<file path="config.mk">
export PLATFORM = sky130hd
export DESIGN_NAME = ws2812_pixel_bit_encoder_flat
export DESIGN_NICKNAME = d
export VERILOG_FILES = /design/src/hw/rtl/wpbe_pkg.sv /design/src/hw/rtl/wpbe_if.sv /design/src/hw/rtl/ws2812_pixel_bit_encoder.sv /design/src/hw/rtl/wpbe_cfg_regs.sv /design/src/hw/rtl/wpbe_color.sv /design/src/hw/rtl/wpbe_serializer.sv /design/src/flat_wrapper.sv
export SDC_FILE = /design/constraint.sdc
export NUM_CORES = 1
export LEC_CHECK = 0
export ABC_AREA = 1
export BUFFER_PORTS_ARGS = -buffer_cell sky130_fd_sc_hd__buf_2
export CAP_MARGIN = 0
export CORE_MARGIN = 5
export CORE_UTILIZATION = 35
export DETAILED_ROUTE_END_ITERATION = 8
export PLACE_DENSITY_LB_ADDON = 0.2
export REMOVE_ABC_BUFFERS = 1
export SLEW_MARGIN = 40
export SYNTH_ARGS = -nofsm -noshare
export SYNTH_HDL_FRONTEND = slang
export SYNTH_SLANG_ARGS = --single-unit
export TNS_END_PERCENT = 30
</file>
<file path="constraint.sdc">
create_clock -name clk -period 7.8 [get_ports clk]
set_input_delay 0.39 -clock clk [delete_from_list [all_inputs] [get_ports clk]]
set_output_delay 0.39 -clock clk [all_outputs]
set_load 0.02 [all_outputs]
</file>
<file path="src/hw/rtl/wpbe_pkg.sv">
// Shared types and constants for the WS2812 pixel bit encoder.
// No dependencies; every other file of the block but wpbe_if imports this package.
package wpbe_pkg;

    // Slot and counter geometry
    localparam int SLOTS_PER_PIXEL    = 24;
    localparam int SLOT_CNT_W         = 7;
    localparam int PIXEL_CNT_W        = 9;
    localparam int MAX_PIXELS_DEFAULT = 256;
    localparam logic [SLOT_CNT_W-1:0] RESET_SLOTS_MAX = 7'd64;

    // Configuration port
    localparam int CFG_IDX_W  = 3;
    localparam int CFG_DATA_W = 8;

    localparam logic [CFG_IDX_W-1:0] REG_DUTY_ZERO   = 3'd0;
    localparam logic [CFG_IDX_W-1:0] REG_DUTY_ONE    = 3'd1;
    localparam logic [CFG_IDX_W-1:0] REG_GREEN_SCALE = 3'd2;
    localparam logic [CFG_IDX_W-1:0] REG_BLUE_SCALE  = 3'd3;
    localparam logic [CFG_IDX_W-1:0] REG_RESET_SLOTS = 3'd4;

    // Register reset values
    localparam logic [7:0]            DUTY_ZERO_RST   = 8'd19;
    localparam logic [7:0]            DUTY_ONE_RST    = 8'd38;
    localparam logic [7:0]            GREEN_SCALE_RST = 8'hB0;
    localparam logic [7:0]            BLUE_SCALE_RST  = 8'hF0;
    localparam logic [SLOT_CNT_W-1:0] RESET_SLOTS_RST = 7'd48;

    // Current register contents
    typedef struct packed {
        logic [7:0]            duty_zero;
        logic [7:0]            duty_one;
        logic [7:0]            green_scale;
        logic [7:0]            blue_scale;
        logic [SLOT_CNT_W-1:0] reset_slots;
    } cfg_t;

    // One prepared word handed from the color stage to the serializer
    typedef struct packed {
        logic                       eof;
        logic [SLOTS_PER_PIXEL-1:0] bits;
        logic [SLOT_CNT_W-1:0]      slots;
    } word_t;

endpackage

</file>
<file path="src/hw/rtl/wpbe_if.sv">
// Valid/ready channel interfaces for the WS2812 pixel bit encoder.
// Pixel input channel and slot output channel; no package dependencies.
interface wpbe_pixel_if;
    logic       valid;
    logic       ready;
    logic       command;
    logic [7:0] red;
    logic [7:0] green;
    logic [7:0] blue;

    modport source (output valid, command, red, green, blue, input ready);
    modport sink   (input valid, command, red, green, blue, output ready);
endinterface

interface wpbe_slot_if;
    logic       valid;
    logic       ready;
    logic [7:0] duty;
    logic       last;

    modport source (output valid, duty, last, input ready);
    modport sink   (input valid, duty, last, output ready);
endinterface

</file>
<file path="src/hw/rtl/ws2812_pixel_bit_encoder.sv">
// Top level of the WS2812 pixel bit encoder.
// Depends on wpbe_pkg, wpbe_if, wpbe_cfg_regs, wpbe_color, wpbe_serializer.
//
// Usage:
//   pixel (sink): one word per pixel (command 0, red/green/blue) or an
//     end-of-frame marker (command 1, colors ignored).
//   slot (source): one PWM compare value per word on the line. A pixel gives
//     24 slots, G then R then B, MSB first; an end-of-frame gives
//     min(reset_slots, 64) zero slots. last marks the final slot of an input.
//   cfg_we/cfg_index/cfg_data: register writes, taken at once; write only
//     while the block is idle.
// Path: an input word passes the color stage register, the serializer shift register and the slot output register.
// Throughput: one slot per cycle while the receiver is ready, set by the shift
//   register in the serializer; the color stage holds one further word.
// Pixels beyond MAX_PIXELS in a frame are dropped silently; an end-of-frame
//   with zero reset slots produces nothing but still restarts the count.
// Reset: registers return to defaults, pixel count clears, both stages empty.
// A stalled receiver holds the current slot; the serializer pauses and the
//   input stalls once the color stage holds a pending word.
module ws2812_pixel_bit_encoder
    import wpbe_pkg::*;
#(
    parameter int MAX_PIXELS = MAX_PIXELS_DEFAULT
)
(
    input  logic                  clk,
    input  logic                  rst_n,
    wpbe_pixel_if.sink            pixel,
    wpbe_slot_if.source           slot,
    input  logic                  cfg_we,
    input  logic [CFG_IDX_W-1:0]  cfg_index,
    input  logic [CFG_DATA_W-1:0] cfg_data
);

    cfg_t  cfg;
    logic  word_valid;
    logic  word_ready;
    word_t word;

    // Register file
    wpbe_cfg_regs u_cfg_regs (
        .clk       (clk),
        .rst_n     (rst_n),
        .cfg_we    (cfg_we),
        .cfg_index (cfg_index),
        .cfg_data  (cfg_data),
        .cfg       (cfg)
    );

    // Color correction and frame limit
    wpbe_color #(
        .MAX_PIXELS (MAX_PIXELS)
    ) u_color (
        .clk        (clk),
        .rst_n      (rst_n),
        .pixel      (pixel),
        .cfg        (cfg),
        .word_valid (word_valid),
        .word_ready (word_ready),
        .word       (word)
    );

    // Slot generation
    wpbe_serializer u_serializer (
        .clk        (clk),
        .rst_n      (rst_n),
        .word_valid (word_valid),
        .word_ready (word_ready),
        .word       (word),
        .cfg        (cfg),
        .slot       (slot)
    );

endmodule

</file>
<file path="src/hw/rtl/wpbe_cfg_regs.sv">
// Configuration register file of the WS2812 pixel bit encoder.
// Depends on wpbe_pkg for register indexes, reset values and cfg_t.
module wpbe_cfg_regs
    import wpbe_pkg::*;
(
    input  logic                  clk,
    input  logic                  rst_n,
    input  logic                  cfg_we,
    input  logic [CFG_IDX_W-1:0]  cfg_index,
    input  logic [CFG_DATA_W-1:0] cfg_data,
    output cfg_t                  cfg
);

    cfg_t cfg_reg;
    cfg_t cfg_next;

    // Decode the write; unknown indexes leave everything alone
    always_comb
    begin
        cfg_next = cfg_reg;
        if (cfg_we)
        begin
            unique case (cfg_index)
                REG_DUTY_ZERO:   cfg_next.duty_zero   = cfg_data;
                REG_DUTY_ONE:    cfg_next.duty_one    = cfg_data;
                REG_GREEN_SCALE: cfg_next.green_scale = cfg_data;
                REG_BLUE_SCALE:  cfg_next.blue_scale  = cfg_data;
                REG_RESET_SLOTS: cfg_next.reset_slots = cfg_data[SLOT_CNT_W-1:0];
                default:         cfg_next = cfg_reg;
            endcase
        end
    end

    always_ff @(posedge clk or negedge rst_n)
    begin
        if (!rst_n)
        begin
            cfg_reg.duty_zero   <= DUTY_ZERO_RST;
            cfg_reg.duty_one    <= DUTY_ONE_RST;
            cfg_reg.green_scale <= GREEN_SCALE_RST;
            cfg_reg.blue_scale  <= BLUE_SCALE_RST;
            cfg_reg.reset_slots <= RESET_SLOTS_RST;
        end
        else
        begin
            cfg_reg <= cfg_next;
        end
    end

    assign cfg = cfg_reg;

endmodule

</file>
<file path="src/hw/rtl/wpbe_color.sv">
// Input stage: color correction, frame pixel limit and word preparation.
// Depends on wpbe_pkg (cfg_t, word_t) and the wpbe_pixel_if interface.
module wpbe_color
    import wpbe_pkg::*;
#(
    parameter int MAX_PIXELS = MAX_PIXELS_DEFAULT
)
(
    input  logic              clk,
    input  logic              rst_n,
    wpbe_pixel_if.sink        pixel,
    input  cfg_t              cfg,
    output logic              word_valid,
    input  logic              word_ready,
    output word_t             word
);

    localparam logic [PIXEL_CNT_W-1:0] MAX_CNT = PIXEL_CNT_W'(MAX_PIXELS);

    logic                   word_valid_reg;
    logic                   word_valid_next;
    word_t                  word_reg;
    word_t                  word_next;
    logic [PIXEL_CNT_W-1:0] pixel_count_reg;
    logic [PIXEL_CNT_W-1:0] pixel_count_next;

    logic                   accept;
    logic [15:0]            green_prod;
    logic [15:0]            blue_prod;
    logic [SLOT_CNT_W-1:0]  eof_slots;

    assign pixel.ready = !word_valid_reg || word_ready;
    assign accept      = pixel.valid && pixel.ready;

    // Scale green and blue, keep the top byte of each product
    assign green_prod = 16'(pixel.green) * 16'(cfg.green_scale);
    assign blue_prod  = 16'(pixel.blue) * 16'(cfg.blue_scale);

    // Clamp the latch reset length
    assign eof_slots = (cfg.reset_slots > RESET_SLOTS_MAX) ? RESET_SLOTS_MAX
                                                           : cfg.reset_slots;

    // Build the next word; drop items that produce no slot
    always_comb
    begin
        word_next        = word_reg;
        pixel_count_next = pixel_count_reg;
        word_valid_next  = word_valid_reg && !word_ready;
        if (accept)
        begin
            if (pixel.command)
            begin
                word_next.eof    = 1'b1;
                word_next.bits   = '0;
                word_next.slots  = eof_slots;
                word_valid_next  = (eof_slots != '0);
                pixel_count_next = '0;
            end
            else if (pixel_count_reg < MAX_CNT)
            begin
                word_next.eof    = 1'b0;
                word_next.bits   = {green_prod[15:8], pixel.red, blue_prod[15:8]};
                word_next.slots  = SLOT_CNT_W'(SLOTS_PER_PIXEL);
                word_valid_next  = 1'b1;
                pixel_count_next = pixel_count_reg + 1'b1;
            end
            else
            begin
                word_valid_next = 1'b0;
            end
        end
    end

    always_ff @(posedge clk or negedge rst_n)
    begin
        if (!rst_n)
        begin
            word_valid_reg  <= 1'b0;
            pixel_count_reg <= '0;
        end
        else
        begin
            word_valid_reg  <= word_valid_next;
            pixel_count_reg <= pixel_count_next;
        end
    end

    // Payload register, no reset
    always_ff @(posedge clk)
    begin
        word_reg <= word_next;
    end

    assign word_valid = word_valid_reg;
    assign word       = word_reg;

`ifndef SYNTHESIS
    a_count_limit: assert property (@(posedge clk) disable iff (!rst_n)
        pixel_count_reg <= MAX_CNT)
        else $error("pixel count above frame limit");

    a_word_slots: assert property (@(posedge clk) disable iff (!rst_n)
        word_valid_reg |-> (word_reg.slots != '0) && (word_reg.slots <= RESET_SLOTS_MAX))
        else $error("pending word with bad slot count");
`endif

endmodule

</file>
<file path="src/hw/rtl/wpbe_serializer.sv">
// Bit serializer: one PWM compare slot per cycle into an output register while the receiver is ready.
// Depends on wpbe_pkg (cfg_t, word_t) and the wpbe_slot_if interface.
module wpbe_serializer
    import wpbe_pkg::*;
(
    input  logic        clk,
    input  logic        rst_n,
    input  logic        word_valid,
    output logic        word_ready,
    input  word_t       word,
    input  cfg_t        cfg,
    wpbe_slot_if.source slot
);

    logic                       busy_reg;
    logic                       busy_next;
    logic                       eof_reg;
    logic                       eof_next;
    logic [SLOTS_PER_PIXEL-1:0] shift_reg;
    logic [SLOTS_PER_PIXEL-1:0] shift_next;
    logic [SLOT_CNT_W-1:0]      remaining_reg;
    logic [SLOT_CNT_W-1:0]      remaining_next;
    logic                       out_valid_reg;
    logic                       out_valid_next;
    logic [7:0]                 duty_reg;
    logic [7:0]                 duty_next;
    logic                       last_reg;
    logic                       last_next;

    logic                       advance;
    logic                       final_slot;
    logic                       load;

    // Advance when a slot is pending and the output register frees up
    assign advance    = busy_reg && (!out_valid_reg || slot.ready);
    assign final_slot = (remaining_reg == SLOT_CNT_W'(1));
    assign word_ready = !busy_reg || (advance && final_slot);
    assign load       = word_valid && word_ready;

    always_comb
    begin
        busy_next      = busy_reg;
        eof_next       = eof_reg;
        shift_next     = shift_reg;
        remaining_next = remaining_reg;
        out_valid_next = out_valid_reg && !slot.ready;
        duty_next      = duty_reg;
        last_next      = last_reg;

        // Emit the current bit, MSB first
        if (advance)
        begin
            out_valid_next = 1'b1;
            duty_next      = eof_reg ? 8'd0
                                     : (shift_reg[SLOTS_PER_PIXEL-1] ? cfg.duty_one
                                                                     : cfg.duty_zero);
            last_next      = final_slot;
            shift_next     = {shift_reg[SLOTS_PER_PIXEL-2:0], 1'b0};
            remaining_next = remaining_reg - 1'b1;
            busy_next      = !final_slot;
        end

        // Take the next word
        if (load)
        begin
            busy_next      = 1'b1;
            eof_next       = word.eof;
            shift_next     = word.bits;
            remaining_next = word.slots;
        end
    end

    always_ff @(posedge clk or negedge rst_n)
    begin
        if (!rst_n)
        begin
            busy_reg      <= 1'b0;
            out_valid_reg <= 1'b0;
        end
        else
        begin
            busy_reg      <= busy_next;
            out_valid_reg <= out_valid_next;
        end
    end

    // Payload registers, no reset
    always_ff @(posedge clk)
    begin
        eof_reg       <= eof_next;
        shift_reg     <= shift_next;
        remaining_reg <= remaining_next;
        duty_reg      <= duty_next;
        last_reg      <= last_next;
    end

    assign slot.valid = out_valid_reg;
    assign slot.duty  = duty_reg;
    assign slot.last  = last_reg;

`ifndef SYNTHESIS
    a_busy_count: assert property (@(posedge clk) disable iff (!rst_n)
        busy_reg |-> (remaining_reg != '0))
        else $error("serializer busy with no slots left");

    a_pixel_len: assert property (@(posedge clk) disable iff (!rst_n)
        (busy_reg && !eof_reg) |-> (remaining_reg <= SLOT_CNT_W'(SLOTS_PER_PIXEL)))
        else $error("pixel word longer than one pixel");

    a_last_ends: assert property (@(posedge clk) disable iff (!rst_n)
        (advance && final_slot && !load) |=> !busy_reg && slot.last)
        else $error("final slot did not end the word");
`endif

endmodule

</file>
<file path="src/flat_wrapper.sv">
// flat-port wrapper written by rule: the top's interface ports become plain ports
module ws2812_pixel_bit_encoder_flat import wpbe_pkg::*;
#(
    parameter int MAX_PIXELS = MAX_PIXELS_DEFAULT
)
  (clk, rst_n, cfg_we, cfg_index, cfg_data, pixel_valid, pixel_command, pixel_red, pixel_green, pixel_blue, pixel_ready, slot_valid, slot_duty, slot_last, slot_ready);
  wpbe_pixel_if pixel_i ();
  wpbe_slot_if slot_i ();
  input  logic clk;
  input  logic rst_n;
  input  logic cfg_we;
  input  logic [CFG_IDX_W-1:0] cfg_index;
  input  logic [CFG_DATA_W-1:0] cfg_data;
  input wire logic [$bits(pixel_i.valid)-1:0] pixel_valid;
  input wire logic [$bits(pixel_i.command)-1:0] pixel_command;
  input wire logic [$bits(pixel_i.red)-1:0] pixel_red;
  input wire logic [$bits(pixel_i.green)-1:0] pixel_green;
  input wire logic [$bits(pixel_i.blue)-1:0] pixel_blue;
  output wire logic [$bits(pixel_i.ready)-1:0] pixel_ready;
  output wire logic [$bits(slot_i.valid)-1:0] slot_valid;
  output wire logic [$bits(slot_i.duty)-1:0] slot_duty;
  output wire logic [$bits(slot_i.last)-1:0] slot_last;
  input wire logic [$bits(slot_i.ready)-1:0] slot_ready;
  assign pixel_i.valid = pixel_valid;
  assign pixel_i.command = pixel_command;
  assign pixel_i.red = pixel_red;
  assign pixel_i.green = pixel_green;
  assign pixel_i.blue = pixel_blue;
  assign pixel_ready = pixel_i.ready;
  assign slot_valid = slot_i.valid;
  assign slot_duty = slot_i.duty;
  assign slot_last = slot_i.last;
  assign slot_i.ready = slot_ready;
  ws2812_pixel_bit_encoder #(.MAX_PIXELS(MAX_PIXELS)) u_core (.clk(clk), .rst_n(rst_n), .pixel(pixel_i), .slot(slot_i), .cfg_we(cfg_we), .cfg_index(cfg_index), .cfg_data(cfg_data));
endmodule
</file>
* Yosys cells after proc, flatten, opt, wreduce, memory -nomap -nowiden
Cells that the tools add are included.
** Storage, ports and cells
- Register bits :: 124
- Word-level logic and storage cells :: 69
- Input port bits :: 41
** Cells by class
- $lt $le $gt $ge :: 2
- Reduce and logical (&&, ||, !) cells :: 25
- Muxes and demuxes :: 16
- Multiply operators :: 2
- Equal/unequal tests :: 5
- Add/sub/neg operators :: 2
** Operators by type and width (count)
- 2-to-1 mux 24 bit :: 2
- multiplier 8 x 8 -> 16 bit :: 2
- 2-to-1 mux 32 bit :: 1
- 2-to-1 mux 7 bit :: 4
- 2-to-1 mux 9 bit :: 2
- AND reduction 2 bit :: 6
- adder 9 x 1 -> 9 bit, second input constant :: 1
- < comparator 9 bit, second input constant :: 1
- 2-to-1 mux 8 bit :: 1
- == test 7 x 1 -> 1 bit, second input constant :: 1
- > comparator 7 bit, second input constant :: 1
- nonzero test 7 bit :: 1
- subtractor 7 x 1 -> 7 bit, second input constant :: 1
- == test 3 x 2 -> 1 bit, second input constant :: 2
- logical AND 1 bit :: 6
- zero test 1 bit :: 6
- 2-to-1 mux 1 bit :: 6
- nonzero test 2 bit :: 2
- == test 3 x 1 -> 1 bit, second input constant :: 1
- == test 3 bit, second input constant :: 1
- zero test 3 bit :: 1
- logical OR 1 bit :: 3

* Logic depth before layout (Yosys ltp)
- Depth in word-level cells :: 8
- Mapped depth :: 20
- Mapped depth without buffers :: 19

* Hierarchy
A second synthesis with hierarchy kept.
** Second synthesis, totals
- Cells, all modules :: 1178
- Area, all modules :: 9711.8 um^2
** Modules (own cells, without submodules)
- wpbe_color :: sequential area each 1211.2 um^2, cells each 790, times used 1, area each 6025.8 um^2
- wpbe_serializer :: sequential area each 1281.2 um^2, cells each 210, times used 1, area each 2049.5 um^2
- wpbe_cfg_regs :: sequential area each 994.7 um^2, cells each 178, times used 1, area each 1636.6 um^2

* Worst setup path before layout
OpenSTA, ideal clock, no wires.
- Path type :: flip-flop to flip-flop
- From :: register u_core.u_cfg_regs.cfg_reg (netlist bit u_core.u_cfg_regs.cfg[19])
- To :: register u_core.u_color.word_reg (netlist bit u_core.u_color.word[29]) (data pin)
- Stages on the path, launching flop included :: 19
- Clock period less this slack :: 4.270 ns
- Library setup time :: 0.255 ns
- Slack :: 3.530 ns
- Path buffers :: 1
- Data arrival time :: 4.015 ns
- Path through :: dfstp_2 clkbuf_1 nand2_1 fa_1 fa_1 inv_1 fa_1 inv_1 fa_1 inv_1 ha_1 a21oi_1 nor2_1 nor2_1 inv_1 a21oi_1 nand3_1 nand2_1 nor2_1
** Between the ends
- Cells in the longest elaborated chain, start to end :: 2
** Ends and longest elaborated chain
- start, declared :: line wpbe_cfg_regs.sv:14 : cfg_t cfg_reg;
- start signal, assigned :: line wpbe_cfg_regs.sv:46 : cfg_reg <= cfg_next;
- multiplier 8 x 8 -> 16 bit :: line wpbe_color.sv:36 : assign green_prod = 16'(pixel.green) * 16'(cfg.green_scale);
- 2-to-1 mux 32 bit :: line wpbe_color.sv:59 : else if (pixel_count_reg < MAX_CNT)
- end signal, assigned :: line wpbe_color.sv:91 : word_reg <= word_next;
- end, declared :: line wpbe_color.sv:22 : word_t word_reg;
No other way between the ends. The select of a mux whose other input is x is not followed.
A chain may end at the register's enable or synchronous reset.

* Final worst setup path
- From :: register u_core.u_cfg_regs.cfg_reg (netlist bit u_core.u_cfg_regs.cfg[14])
- To :: register u_core.u_color.word_reg (netlist bit u_core.u_color.word[13]) (data pin)
** Between the ends
- Cells in the longest elaborated chain, start to end :: 2
** Ends and longest elaborated chain
- multiplier 8 x 8 -> 16 bit :: line wpbe_color.sv:37 : assign blue_prod = 16'(pixel.blue) * 16'(cfg.blue_scale);
- 2-to-1 mux 32 bit :: line wpbe_color.sv:59
No other way between the ends. The select of a mux whose other input is x is not followed.

==> reports/metrics.cfg <==
[timing]
finClkSkew_ps = 9.44
layout_setup_ws_ps = 3450
fmax_mhz = 230
relSlewSlack = 0.477
setup_viol = 0
maxSlewViolCount = 0
min_period_over_period = 0.557
finalHoldViolCount = 0
rsz0062_at_grt = false
worstMarginPinSlew_ps = 783
worst_hold_slack_ps = 128
setup_tns_ps = 0
min_period_ps = 4350

[finish]
largest_reg_flops = 39
final_core_util = 0.392
area_delta_synth_final_pct = 10.9
design_area_mm2 = 0.0105
n_antenna_cell = 0
drive_gt1_frac = 0.103
nets = 1345
instances_no_fill = 1519

[power_and_ir_drop]
p_per_area_mw_per_mm2 = 281
p_leak_nw = 5.68
switchingPower_mw = 1.21
finalPower_mw = 2.94
ir_drop_uv = 149
combPwrFrac = 0.445
p_clk_frac = 0.245
seq_power_share = 0.310
internal_power_mw = 1.73
sw_frac_of_total = 0.412

[synth]
synth.area.top_cells = edfxtp_1 (23%), fa_1 (15%), nand2_1 (14%), dfrtp_1 (9.5%), inv_1 (9.3%)
syn-cell-area_mm2 = 0.00944
yosysWarnings = 0
yosysTopAreaCellShare = 0.232
syn_inst = 1138
synth_edf_count = 73
async_flop_share = 0.411
synth_xor_area_frac = 0.00742
synth_compound_area_frac = 0.0681
synth.distinct_cells = 37
seq_area_frac_synth = 0.369
synthAdderAreaFrac = 0.240
yosys.area_share.simple = 0.199
synth_seq_cells = 124
synth_top_family_by_area = adder cells
synth_ff_type = edfxtp_1
synth.most_common_cell = nand2_1
muxShareOfSynthArea = 0
synth_area_leader_cell = edfxtp_1
netlist_top_cells_count = nand2_1 (351), inv_1 (233), edfxtp_1 (73)
avgSynthCellArea_um2 = 8.29

[routing]
wirelength_met1_mm = 9.58
wire_per_inst_um = 13.0
met2_length_mm = 9.63
highest_layer = met4
wl_met3_um = 439
drt_iter0_markers = 282
totalWireLength_mm = 19.8
drc = 0
vias_per_cell = 4.54
dr.pass1.iters = 5
antenna_left = 0
vias = 6901

[critical_path]
setup.worst_path.class = flop to flop
crit_required_ps = 7960
cp_common_cell = fa_1
r2r_cells = 15
crit_path_start_kind = flop
cp_slowest_stage_delay_ps = 640
rrSetupSlack_ps = 3450
crit_arrival_ps = 4500
cpMaxStageDelayCell = dfstp_2
critPathCaptureType = flop
critical-path-top-delay-family = adder cells
path_depth = 15
path_max_fanout = 9
worstPathCellList = nand2_1 -> fa_1 -> fa_1 -> inv_1 -> fa_1 -> fa_1 -> ha_1 -> a21oi_1 -> nor2_1 -> nor2_1 -> inv_1 -> a21oi_1 -> nand3_1 -> nand2_1 -> nor2_1
crit_buf_inv = 2

[clocking]
post_cts_buffers = 0
clock_path_buffers = 2
root_buffer = clkbuf_16
ctsHtreeMaxLevel = 4
clock_latency_ps = 410
cts_tree = done
cts_resized = 0
cts.hold.buffers_added = 0
path_clk_slew_ps = 60
clock_sinks = 124
cts_buffers = 17

[grt]
grt_pass1_vias = 7024
grt_use_total = 0.137
grt_pass1_wl_mm = 34.3
grt_max_degree = 52
antenna_found_initial = 0
grt.overflow.total = 0

[die]
die_h_um = 174
num_rows = 60
pin_count = 52
core-area_mm2 = 0.0267
die_w_um = 174
die_area_mm2 = 0.0303
initial_core_util = 0.353

[status]
status = finished, final reports clean

[job]
maxCapViolCount = 0

[place]
place_area_mm2 = 0.00993
dp_slack_ps = 3450
numPortBuffers = 51
place.gp.congestion = 0.860
place_hpwl_mm = 15.0
dp_cells = 1487

[min_path]
hold_class = input pin to async pin

[worst paths after layout]
| check | to | from |
|---|---|---|
| max | u_core.u_color.word[13] | u_core.u_cfg_regs.cfg[14] |
| min | u_core.u_color.pixel_count_reg[8] | rst_n |
| max reg2reg | u_core.u_color.word[13] | u_core.u_cfg_regs.cfg[14] |
| min reg2reg | u_core.u_serializer.eof_reg | u_core.u_color.word[31] |
| max in group asynchronous | u_core.u_cfg_regs.cfg[16] | rst_n |
| min in group clk | u_core.u_color.word[16] | pixel_red[1] |
[cell families (layout without fill, tap and decap cells)]
logic type               count (synthesis)  in the layout
buffers and inverters                  281            321
adder cells (fa/ha/maj)                139            139
AO/OA/AOI/OAI                          117            117
flip-flops                             124            124
XOR/XNOR                                 8              8
AND/OR/NAND/NOR                        469            469
[power groups by stage]
stage / Sequential, mW / Combinational, mW / Clock (mW)
6_report: 0.913 / 1.31 / 0.720
5_1_grt: 0.927 / 1.57 / 0.774
4_1_cts: 0.914 / 1.33 / 0.740
3_5_place_dp: 0.925 / 1.32 / 0
3_3_place_gp: 0.923 / 1.32 / 0
2_1_floorplan: 0.901 / 1.02 / 0
[area by class of cell]
cell class | instances | area, µm²
fill | 2782 | 16300
multi-input combinational | 733 | 4860
sequential | 124 | 3490
inverter | 236 | 888
clock buffer | 18 | 429
tap | 341 | 427
timing repair buffer | 53 | 270
clock inverter | 14 | 111
[cells in the final DEF, fill, tap and decap left out, types with 2 or more instances in the layout]
master / count
clkinv_4: 3
edfxtp_1: 73
and2_1: 2
o21ai_2: 6
ha_1: 69
nor2_1: 62
clkbuf_16: 17
nand3b_1: 2
xnor2_1: 4
a31oi_1: 3
a21oi_1: 43
buf_2: 51
fa_1: 70
o21ai_1: 8
nor2_2: 2
xor2_1: 4
dfstp_2: 15
clkinv_2: 3
dfrtp_1: 36
a21o_1: 3
inv_6: 5
nand4_1: 3
inv_2: 2
nand2_1: 351
nand2_2: 6
nand3_1: 29
buf_4: 2
clkinvlp_4: 2
inv_1: 233
nor3_1: 8
o21ai_0: 48
o21bai_1: 3
[worst register-to-register path, stage by stage (launching register included)]
cell and delay, ps:
dfstp_2 640, nand2_1 110, fa_1 520, fa_1 550
inv_1 60, fa_1 500, fa_1 490, ha_1 330
a21oi_1 220, nor2_1 60, nor2_1 190, inv_1 60
a21oi_1 160, nand3_1 90, nand2_1 60, nor2_1 50
[routing by layer]
layer,track usage,up-vias
met1,0.184,3271
met2,0.234,88
met5,0,-
met3,0.0189,12
li1,-,3530
met4,0.0313,0
No activity file was read; power rests on OpenSTA's default activity.
